[src/sv/rit_pkg.sv]
`timescale 1ns / 1ps
`default_nettype none

package rit_pkg;

    localparam int DEFAULT_DEPTH = 32;

    localparam int ID_W    = 128;
    localparam int HALF_W  = 64;
    localparam int TIME_W  = 32;
    localparam int REQ_W   = 2;
    localparam int SLOT_W  = 5;
    localparam int COUNT_W = 6;

    localparam logic [REQ_W-1:0] REQ_ADD    = 2'd0;
    localparam logic [REQ_W-1:0] REQ_LOOKUP = 2'd1;
    localparam logic [REQ_W-1:0] REQ_CLEAR  = 2'd2;

    localparam logic [TIME_W-1:0] TIME_ONES = '1;

    typedef struct packed {
        logic capture;
        logic sweep;
        logic rd_en;
        logic addr_inc;
        logic addr_clr;
        logic commit;
        logic load_out;
    } rit_cmd_t;

    typedef struct packed {
        logic in_is_clear;
        logic addr_last;
        logic out_free;
    } rit_sts_t;

endpackage

`default_nettype wire

[src/sv/rit_ctrl.sv]
`timescale 1ns / 1ps
`default_nettype none

module rit_ctrl
    import rit_pkg::*;
(
    input  wire logic      clk,
    input  wire logic      rst_n,
    input  wire logic      in_valid,
    output logic           in_ready,
    input  wire rit_sts_t  sts,
    output rit_cmd_t       cmd
);

    typedef enum logic [5:0] {
        ST_INIT  = 6'b000001,
        ST_IDLE  = 6'b000010,
        ST_SCAN  = 6'b000100,
        ST_DRAIN = 6'b001000,
        ST_CLEAR = 6'b010000,
        ST_DONE  = 6'b100000
    } rit_state_t;

    rit_state_t state_reg, state_next;

    always_ff @(posedge clk or negedge rst_n)
    begin
        if (!rst_n)
            state_reg <= ST_INIT;
        else
            state_reg <= state_next;
    end

    always_comb
    begin
        state_next = state_reg;
        cmd        = '0;
        in_ready   = 1'b0;
        case (state_reg)
            ST_INIT:
            begin
                // zero the whole table after reset
                cmd.sweep    = 1'b1;
                cmd.addr_inc = 1'b1;
                if (sts.addr_last)
                begin
                    cmd.addr_clr = 1'b1;
                    state_next   = ST_IDLE;
                end
            end
            ST_IDLE:
            begin
                in_ready = 1'b1;
                if (in_valid)
                begin
                    cmd.capture  = 1'b1;
                    cmd.addr_clr = 1'b1;
                    state_next   = sts.in_is_clear ? ST_CLEAR : ST_SCAN;
                end
            end
            ST_SCAN:
            begin
                cmd.rd_en    = 1'b1;
                cmd.addr_inc = 1'b1;
                if (sts.addr_last)
                begin
                    cmd.addr_clr = 1'b1;
                    state_next   = ST_DRAIN;
                end
            end
            ST_DRAIN:
            begin
                // last read word is folded in this cycle
                state_next = ST_DONE;
            end
            ST_CLEAR:
            begin
                cmd.sweep    = 1'b1;
                cmd.addr_inc = 1'b1;
                if (sts.addr_last)
                begin
                    cmd.addr_clr = 1'b1;
                    state_next   = ST_DONE;
                end
            end
            ST_DONE:
            begin
                // commit is idempotent, so hold it while the result waits
                cmd.commit = 1'b1;
                if (sts.out_free)
                begin
                    cmd.load_out = 1'b1;
                    state_next   = ST_IDLE;
                end
            end
            default:
            begin
                state_next = ST_INIT;
            end
        endcase
    end

`ifndef SYNTHESIS
    a_accept_next: assert property (@(posedge clk) disable iff (!rst_n)
        (in_valid && in_ready) |=> (state_reg == ST_SCAN || state_reg == ST_CLEAR))
        else $error("accepted transaction did not start work");

    a_sweep_read: assert property (@(posedge clk) disable iff (!rst_n)
        !(cmd.sweep && cmd.rd_en))
        else $error("sweep and scan active together");

    a_load_done: assert property (@(posedge clk) disable iff (!rst_n)
        cmd.load_out |=> (state_reg == ST_IDLE))
        else $error("result loaded without return to idle");
`endif

endmodule

`default_nettype wire

[config.mk]
export PLATFORM = sky130hd
export DESIGN_NAME = rit_ctrl
export DESIGN_NICKNAME = d
export VERILOG_FILES = /design/src/sv/rit_pkg.sv /design/src/sv/rit_ctrl.sv
export SDC_FILE = /design/constraint.sdc
export NUM_CORES = 1
export LEC_CHECK = 0
export ABC_AREA = 1
export BUFFER_PORTS_ARGS = -buffer_cell sky130_fd_sc_hd__buf_4
export CAP_MARGIN = 15
export CORE_AREA = 2 2 39 41
export CTS_CLUSTER_DIAMETER = 60
export DETAILED_ROUTE_END_ITERATION = 10
export DIE_AREA = 0 0 41 43
export GPL_ROUTABILITY_DRIVEN = 1
export SYNTH_ARGS = -nofsm -noshare
export SYNTH_HDL_FRONTEND = slang
export SYNTH_SLANG_ARGS = --single-unit
[constraint.sdc]
create_clock -name clk -period 1.8 [get_ports clk]
set_input_delay 0.18 -clock clk [delete_from_list [all_inputs] [get_ports clk]]
set_output_delay 0.18 -clock clk [all_outputs]
set_load 0.01 [all_outputs]
; After elaboration in Yosys (flattened, before gate mapping)
; Index checks and enable logic that the tools add are counted.
[word_totals]
ff_bits = 6
in_bits = 6
output_inout_bits = 8
wordCells = 32
[classes]
eq_ne = 11
muxes = 17
reduce_logical = 3
[op_table]
columns = operator, n
row1 = 6-bit case mux with 6 select lines, 1
row2 = 6-bit two-way mux, 5
row3 = 2-bit != test (second input constant), 5
row4 = 1-bit two-way mux, 8
row5 = 6-bit by 1-bit equality test with 1-bit output (second input constant), 1
row6 = 6-bit by 2-bit equality test with 1-bit output (second input constant), 1
row7 = 6-bit by 3-bit equality test with 1-bit output (second input constant), 1
row8 = 6-bit by 4-bit equality test with 1-bit output (second input constant), 1
row9 = 6-bit by 5-bit equality test with 1-bit output (second input constant), 1
row10 = 6-bit equality test (second input constant), 1
row11 = 5-bit two-way mux, 1
row12 = 5-bit AND reduction, 1
row13 = 3-bit OR reduction, 1
row14 = 2-bit two-way mux, 1
row15 = 1-bit case mux with 2 select lines, 1
row16 = 2-bit OR reduction, 1

; Logic depth before layout (Yosys ltp)
; Gate-level depths: netlist of the first run.
[logic_depth]
ltp_word = 3
ltp_mapped = 8
mapped_depth_nobuf = 8

; Worst setup path before layout of the first run
; No wires, ideal clock.
[synth_timing]
kind = register -> output
start = register state_reg[0]
end = output cmd[2] in the netlist's numbering
t_arrival_ns = 1.084
required_time_ns = 1.620
setup_slack_ns = 0.536
path_stages_with_launch = 7
path_buffers = 0
cell_sequence = dfstp_2 inv_2 nor2_2 nand3_2 nand3_1 nand2_1 nand2_1
[synth_rtl]
columns = item, line
row1 = from (decl), rit_ctrl.sv:24  ; rit_state_t state_reg, state_next;
row2 = from (signal assigned), rit_ctrl.sv:31  ; state_reg <= state_next;
row3 = to (decl), rit_ctrl.sv:12  ; output rit_cmd_t cmd

==> impl_metrics.py, run 1 <==
metrics = {
    "outcome": {
        "outcome": "finished, final reports clean",
    },
    "clock_network": {
        "clk_pin_slew_ns": 0.05,
        "post_cts_resized": 0,
        "clockRootBuffer": "clkbuf_4",
        "htreeDepth": 1,
        "cts_buffers": 3,
        "cts_max_path_buffers": 2,
        "clk_latency_ns": 0.24,
        "cts_tree": "built",
        "clock_sinks": 6,
    },
    "critical_path": {
        "cp-start-kind": "register",
        "path_max_fanout": 6,
        "reg2reg_to": "state_reg[5]",
        "cp.arrival_ns": 1.40,
        "worstReg2RegStart": "state_reg[0]",
        "rr_worst_depth": 7,
        "critPathCaptureType": "output port",
        "worstSetupPathType": "register to output port",
        "ff2ff_setup_slack_ns": 0.56,
        "crit_required_ns": 1.62,
    },
    "synth": {
        "synth_flop_cell": "dfrtp_1",
        "synth_edf_count": 0,
        "ys.warnings.count": 0,
        "ys_top_cells_by_count": "nand2_1, inv_1, nand4_1, nor2_1, dfrtp_1",
        "synth_area_leaders": "dfrtp_1, nand2_1, nand4_1",
        "ys_ff_latch": 6,
        "synth_top_area_cell": "dfrtp_1",
        "seq_area_frac_synth_pct": 35.0,
        "avgSynthCellArea_um2": 7.34,
        "yosysMostFrequentCell": "nand2_1",
        "syn_nets": 65,
        "ys_types": 15,
        "synth_top_area_share_pct": 28.9,
        "synthCells": 59,
        "ys_async_sr_fraction_pct": 100,
        "netlist_area_um2": 433,
    },
    "floorplanning": {
        "placementRows": 14,
        "initial_core_util_pct": 31.3,
        "die_w_um": 41,
        "ios": 14,
        "core_area_mm2": 0.00138,
        "die-height_um": 43,
        "die_area_mm2": 0.00176,
    },
    "layout": {
        "post-route-util_pct": 41.9,
        "largest_register_ffs": 6,
        "final_layout_size_suffix_gt1_share_pct": 42.1,
        "syn_to_final_growth_pct": 33.8,
        "fin_nets": 83,
        "antennaDiodeCount": 0,
        "fillers": 145,
        "register_area_um2": 151,
        "multi_input_comb_area_um2": 223,
    },
    "global_route": {
        "grt_pass1_vias": 369,
        "grt_pass1_wl_um": 1380,
        "overflow": 0,
        "antenna_found_initial": 0,
        "grt_max_degree": 7,
        "grt.total_usage_pct": 11.8,
    },
    "detailed_routing": {
        "drcViolationCount": 0,
        "viasPerCell": 4.50,
        "dr.pass1.iters": 2,
        "wl_per_cell_um": 9.61,
        "vias": 414,
        "detail-route-antenna-nets": 0,
        "routed_wl_um": 884,
        "drt_iter0_markers": 5,
    },
    "power": {
        "p_clk_share_pct": 17.8,
        "seqPwrFrac_pct": 29.0,
        "p_comb_share_pct": 53.2,
        "cellPowerDensity_mw_per_mm2": 1280,
        "p_int_w": 0.000429,
        "finalPower_w": 0.000739,
        "ir_drop_mv": 0.494,
        "cellLeakagePower_nw": 0.347,
        "sw_frac_of_total_pct": 42.0,
        "power.switching_w": 0.000310,
    },
    "sta": {
        "rsz0062_at_grt": "no",
        "slew_headroom_pct": 87.5,
        "min_period_ns": 1.58,
        "finalSetupViolations": 0,
        "fin_ws_ns": 0.220,
        "fin_tns_setup_ns": 0,
        "fmax_ghz": 0.633,
        "post-route-period-util_pct": 87.8,
        "worst_slew_pin_slew_ns": 0.187,
        "slew_viol_final": 0,
        "hold_viol": 0,
        "skew_ns": 0.00199,
        "holdWs_ns": 0.137,
    },
    "placement": {
        "numPortBuffers": 13,
        "dp_hpwl_um": 745,
        "gp_congestion": 0.779,
        "preCtsSetupSlack_ns": 0.477,
    },
    "job": {
        "cap_viol_max_count": 0,
    },
    "min_path": {
        "hp-class": "input port to register",
        "worstHoldEndpoint": "state_reg[2]",
        "worstHoldStart": "sts[2]",
        "holdPathStages": 2,
    },
}
-- metal layers --
layer	part of all wire [%]	GRT usage (%)	wire (um)	up-vias
met1	46	14.0	404	183
li1	-	-	-	225
met3	3.2	6.28	28	0
met5	0	0	0	-
met2	51	18.4	451	6
met4	0	2.00	0	0
-- per-stage QoR --
step,cells,instance area [um^2]
6_report,92,579
5_1_grt,92,579
4_1_cts,92,579
3_5_place_dp,87,543
3_3_place_gp,87,543
2_1_floorplan,59,433
-- timing repair --
| item | CTS | global route |
|---|---|---|
| endpoints found under the hold margin | 6 | 0 |
| buffers inserted | 0 | 0 |
| endpoints found under the setup margin | 0 | 0 |
| hold buffers | 1 | 0 |
-- power groups by stage --
stage	Sequential, W	Clock (W)	Combinational, W
3_3_place_gp	0.000215	0	0.000390
2_1_floorplan	0.000212	0	0.000257
3_5_place_dp	0.000217	0	0.000396
5_1_grt	0.000218	0.000149	0.000440
6_report	0.000214	0.000131	0.000393
4_1_cts	0.000215	0.000140	0.000399
-- worst max-delay path by stage --
stage	startpoint	endpoint	slack, ns
floorplan	state_reg[0]	cmd[2]	0.54
global placement	state_reg[0]	cmd[2]	0.49
detailed placement	state_reg[0]	cmd[2]	0.48
CTS	state_reg[0]	cmd[2]	0.21
global route	state_reg[0]	cmd[2]	0.11
finish	state_reg[0]	cmd[2]	0.22
-- kinds of logic (layout without fill, tap and decap cells) --
| logic type | after synthesis | count (layout) | share of synthesized area [%] |
|---|---|---|---|
| buf+inv | 14 | 31 | 13.6 |
| flops | 6 | 6 | 35.0 |
| compound gates | 2 | 2 | 2.89 |
| simple gates | 37 | 37 | 48.6 |
-- critical path, stage by stage (launching register included) --
cell and delay, ns:
dfstp_2 0.56, inv_2 0.04, nor2_2 0.08, nand3_2 0.13
nand3_1 0.14, nand2_1 0.06, nand2_1 0.05, buf_4 0.11
-- cells in the final DEF, fill, tap and decap left out, drive strengths merged --
cell type    instances
buf                 13
clkbuf               4
clkinv               2
dfrtp                5
dfstp                1
dlygate4sd3          1
inv                 11
nand2               14
nand3                7
nand4                6
nor2                10
o22ai                2
-- final cells by class --
type | count | share of cell area [%]
sequential | 6 | 26.1
tap | 16 | 3.46
timing repair buffer | 14 | 18.6
multi-input combinational | 39 | 38.4
inverter | 13 | 8.86
clock buffer | 4 | 4.54
No activity file was read; power rests on OpenSTA's default activity.
==> run 2, diff against run 1 <==
--- a/config.mk
+++ b/config.mk
@@ -9,8 +9,7 @@
 export BUFFER_PORTS_ARGS = -buffer_cell sky130_fd_sc_hd__buf_4
 export CAP_MARGIN = 15
-export CORE_AREA = 2 2 39 41
-export CTS_CLUSTER_DIAMETER = 60
+export CORE_AREA = 3 3 40 42
 export DETAILED_ROUTE_END_ITERATION = 10
-export DIE_AREA = 0 0 41 43
+export DIE_AREA = 0 0 43 45
 export GPL_ROUTABILITY_DRIVEN = 1
 export SYNTH_ARGS = -nofsm -noshare
==> constraint.sdc (replaced) <==
create_clock -name clk -period 1.8 [get_ports clk]
set_input_delay 0 -clock clk [delete_from_list [all_inputs] [get_ports clk]]
set_output_delay 0 -clock clk [all_outputs]
set_load 0.01 [all_outputs]
==> impl_metrics.py, run 2 (synthesized netlist as in run 1, its figures left out) <==
metrics = {
    "detailed_routing": {
        "viasPerCell": 4.51,
        "vias": 424,
        "drcViolationCount": 0,
        "drt_iter0_markers": 12,
        "wl_per_cell_um": 9.23,
        "dr.pass1.iters": 4,
        "routed_wl_um": 868,
        "detail-route-antenna-nets": 0,
    },
    "min_path": {
        "hp-class": "input port to register",
    },
    "power": {
        "cellLeakagePower_nw": 0.362,
        "ir_drop_mv": 0.515,
        "cellPowerDensity_mw_per_mm2": 1220,
        "finalPower_w": 0.000739,
    },
    "clock_network": {
        "clk_pin_slew_ns": 0.04,
        "clockRootBuffer": "clkbuf_4",
        "cts_buffers": 3,
        "clock_sinks": 6,
        "post_cts_resized": 0,
        "htreeDepth": 1,
        "clk_latency_ns": 0.24,
        "cts_max_path_buffers": 2,
        "cts_tree": "built",
    },
    "critical_path": {
        "cp-start-kind": "register",
        "worstSetupPathType": "register to register",
        "crit_end": "state_reg[2]",
        "rr_worst_depth": 6,
        "cp.arrival_ns": 1.73,
        "path_max_fanout": 3,
        "reg2reg_to": "state_reg[2]",
        "crit_chain": "nor2_1, nand3_2, clkinv_2, nand2_2, o22ai_1, dlygate4sd3_1",
        "cp_num_buf_inv": 2,
        "cpMaxStageDelayCell": "dfstp_2",
        "ff2ff_setup_slack_ns": 0.19,
        "cpLargestDelayFamily": "buffers and inverters",
        "worstReg2RegStart": "state_reg[0]",
        "crit_start": "state_reg[0]",
        "crit_required_ns": 1.92,
        "critPathCaptureType": "register",
        "worstSetupPathDepth": 6,
        "slowest_delay_ns": 0.56,
    },
    "placement": {
        "dp_hpwl_um": 726,
        "preCtsSetupSlack_ns": 0.567,
        "numPortBuffers": 13,
        "gp_congestion": 0.734,
        "placed_cells": 86,
    },
    "global_route": {
        "grt.total_usage_pct": 10.5,
        "grt_max_degree": 7,
        "grt_pass1_wl_um": 1410,
        "grt_pass1_vias": 337,
        "overflow": 0,
        "antenna_found_initial": 0,
    },
    "sta": {
        "fin_tns_setup_ns": 0,
        "finalSetupViolations": 0,
        "fmax_ghz": 0.620,
        "holdWs_ns": 0.0711,
        "slew_viol_final": 0,
        "post-route-period-util_pct": 89.6,
        "hold_viol": 0,
        "min_period_ns": 1.61,
        "worst_slew_pin_slew_ns": 0.190,
        "rsz0062_at_grt": "no",
        "skew_ns": 0.00145,
        "fin_ws_ns": 0.188,
        "slew_headroom_pct": 87.3,
    },
    "layout": {
        "syn_to_final_growth_pct": 40.5,
        "antennaDiodeCount": 0,
        "fillers": 132,
        "largest_register_ffs": 6,
        "layout_commonest_cell": "buf_4",
        "fin_cells": 94,
        "mostFrequentLayoutCells": "buf_4, nand2_1, inv_1",
        "register_area_um2": 151,
        "fin_nets": 86,
        "multi_input_comb_area_um2": 223,
        "final_layout_size_suffix_gt1_share_pct": 40.5,
    },
    "floorplanning": {
        "core_area_mm2": 0.00128,
        "ios": 14,
        "die_area_mm2": 0.00194,
        "placementRows": 13,
        "die-height_um": 45,
        "initial_core_util_pct": 33.7,
        "die_w_um": 43,
    },
    "outcome": {
        "outcome": "finished, final reports clean",
    },
    "job": {
        "cap_viol_max_count": 0,
    },
}
-- run 2: cell count changes in the layout (fill, tap and decap cells not counted) --
cell and delta:
dlygate4sd3_1 +3
-- run 2: worst min-delay path, cell delays in order --
cell	delay, ns
buf_4	0.09
inv_1	0.04
nand2_2	0.08
nand2_1	0.06
-- run 2: per-stage QoR --
| step | instance area, um^2 | util, % |
|---|---|---|
| 2_1_floorplan | 433 | - |
| 3_3_place_gp | 542 | 42.2 |
| 3_5_place_dp | 542 | 42.2 |
| 4_1_cts | 608 | 47.3 |
| 5_1_grt | 608 | 47.3 |
| 6_report | 608 | 47.3 |
-- run 2: how the worst min path moves through the flow --
stage,startpoint,slack [ns],cells after the start,end
floorplan,rst_n,-0.30,0,state_reg[1]
global placement,rst_n,-0.19,1,state_reg[5]
detailed placement,rst_n,-0.19,1,state_reg[5]
CTS,in_valid,0.06,4,state_reg[1]
global route,in_valid,0.09,4,state_reg[1]
finish,in_valid,0.07,4,state_reg[1]
-- run 2: final cells by class --
type	instances	share of cell area, %
inverters	13	8.44
repair buffers	17	22.6
well taps	15	3.09
flip-flops and latches	6	24.9
multi-input cells	39	36.6
clock buffers	4	4.32
-- run 2: where the power goes --
part           switching (W)  internal, W  leakage [nW]
Combinational       0.000219     0.000176         0.269
Sequential         0.0000400     0.000174        0.0786
Clock              0.0000458    0.0000838        0.0150
Total               0.000305     0.000434         0.362
-- run 2: what timing repair did --
item / 4_1_cts / 5_1_grt
hold buffers: 4 / 0
endpoints found under the setup margin: 0 / 0
hold endpoints to repair: 9 / 0
setup buffers: 0 / 0
-- run 2: layer usage --
| layer | part of all wire, % | GRT usage [%] |
|---|---|---|
| met4 | 2.0 | 7.23 |
| met2 | 47 | 14.7 |
| met5 | 0 | 0 |
| met3 | 4.8 | 4.78 |
| met1 | 46 | 12.8 |
==> run 3, diff against run 2 <==
CTS_BUF_LIST = sky130_fd_sc_hd__clkbuf_8   (was not set)
REMOVE_ABC_BUFFERS = 1   (was not set)
==> impl_metrics.py, run 3 (synthesized netlist as in run 1, its figures left out) <==
metrics = {
    "outcome": {
        "outcome": "finished, final reports clean",
    },
    "sta": {
        "finalSetupViolations": 0,
        "min_period_ns": 1.39,
        "worst_slew_pin_slew_ns": 0.202,
        "hold_viol": 0,
        "post-route-period-util_pct": 77.3,
        "fin_tns_setup_ns": 0,
        "rsz0062_at_grt": "no",
        "skew_ns": 0.00110,
        "fmax_ghz": 0.719,
        "slew_viol_final": 0,
        "slew_headroom_pct": 86.5,
    },
    "critical_path": {
        "cp_common_cell": "nand2_1",
        "slowest_delay_ns": 0.56,
        "worstSetupPathType": "register to output port",
        "cp-start-kind": "register",
        "critPathCaptureType": "output port",
        "crit_start": "state_reg[0]",
        "cp_num_buf_inv": 2,
        "crit_chain": "inv_2, nor2_2, nand3_2, nand3_1, nand2_1, nand2_1, buf_4",
        "cp.arrival_ns": 1.39,
        "cpMaxStageDelayCell": "dfstp_2",
        "worstReg2RegStart": "state_reg[0]",
        "crit_required_ns": 1.80,
        "worstSetupPathDepth": 7,
        "path_max_fanout": 6,
        "rr_worst_depth": 7,
        "cpLargestDelayFamily": "flip-flops",
    },
    "global_route": {
        "grt_pass1_wl_um": 1750,
        "grt_max_degree": 7,
        "antenna_found_initial": 0,
        "overflow": 0,
        "grt.total_usage_pct": 12.2,
        "grt_pass1_vias": 456,
    },
    "clock_network": {
        "post_cts_resized": 0,
        "clockRootBuffer": "clkbuf_8",
        "postCtsSetupRepairBufs": 0,
        "clock_sinks": 6,
        "clk_latency_ns": 0.22,
        "postCtsHoldBufs": 3,
        "cts_tree": "built",
        "cts_max_path_buffers": 2,
        "cts_buffers": 3,
        "clk_pin_slew_ns": 0.04,
        "htreeDepth": 1,
    },
    "floorplanning": {
        "ios": 14,
        "placementRows": 13,
        "die-height_um": 45,
        "die_w_um": 43,
        "core_area_mm2": 0.00128,
        "die_area_mm2": 0.00194,
        "initial_core_util_pct": 33.7,
    },
    "detailed_routing": {
        "dr.pass1.iters": 4,
        "detail-route-antenna-nets": 0,
        "drt_iter0_markers": 7,
        "drcViolationCount": 0,
        "wl_per_cell_um": 9.87,
        "routed_wl_um": 918,
        "viasPerCell": 4.66,
        "vias": 433,
    },
    "min_path": {
        "hp-class": "input port to register",
        "worstHoldStart": "in_valid",
        "holdPathStages": 4,
    },
    "layout": {
        "mostFrequentLayoutCells": "buf_4, nand2_1, inv_1",
        "post-route-util_pct": 48.0,
        "layout_commonest_cell": "buf_4",
        "fin_nets": 85,
        "syn_to_final_growth_pct": 42.5,
        "final_layout_size_suffix_gt1_share_pct": 41.0,
        "antennaDiodeCount": 0,
        "largest_register_ffs": 6,
    },
    "power": {
        "cellPowerDensity_mw_per_mm2": 1310,
        "cellLeakagePower_nw": 0.367,
        "ir_drop_mv": 0.502,
    },
    "job": {
        "cap_viol_max_count": 0,
    },
    "placement": {
        "numPortBuffers": 13,
        "dp_hpwl_um": 738,
        "gp_congestion": 0.767,
    },
}
run 3: cell types whose count changed in the layout (fill, tap and decap cells not counted):
cell / delta
clkbuf_4: -3
clkbuf_8: +3
clkbuf_1: -1
dlygate4sd3_1: -1
inv_1: +1
run 3: where the power goes:
group | internal, W | leakage (nW) | total, W | switching (W)
clock | 0.000147 | 0.0269 | 0.000207 | 0.0000607
combinational | 0.000173 | 0.262 | 0.000385 | 0.000212
sequential | 0.000174 | 0.0786 | 0.000215 | 0.0000407
run 3: routing by layer:
layer | part of all wire (%) | global-route usage [%] | vias to the layer above
met4 | 1.7 | 7.23 | 0
met5 | 0 | 0 | -
met1 | 46 | 14.5 | 193
met2 | 48 | 20.1 | 9
li1 | - | - | 229
met3 | 4.4 | 2.79 | 2
run 3: worst reg2reg max path: stages (launching register included):
cell and delay (ns):
dfstp_2 0.56, inv_2 0.04, nor2_2 0.09, nand3_2 0.12
nand2_1 0.11, nand2_2 0.06, nand4_1 0.08, nand2_1 0.06
run 3: final cells by class:
class	count	area, um^2
timing repair buffer	16	128
multi-input combinational	39	223
sequential	6	151
clock buffer	3	41.3
fill	134	668
inverter	13	51.3
tap	15	18.8
clock inverter	1	3.75
run 3: path summary, 6_finish.rpt:
path                            slack (ns)           end
worst max-delay path                  0.41        cmd[2]
worst min-delay path                  0.08  state_reg[1]
worst max register to register        0.57  state_reg[5]
worst min register to register        0.65  state_reg[0]
max in group asynchronous             1.48  state_reg[0]
min in group asynchronous             0.12  state_reg[5]
run 3: per-stage QoR:
stage,worst slack (ns),hold slack [ns],total power [W],std cells,instance area (um^2)
floorplan,0.654,-0.296,0.000468,58,425
global placement,0.580,-0.190,0.000600,86,542
detailed placement,0.573,-0.189,0.000601,86,542
CTS,0.392,0.0776,0.000821,93,617
global route,0.283,0.116,0.000892,93,617
finish,0.409,0.0783,0.000808,93,617
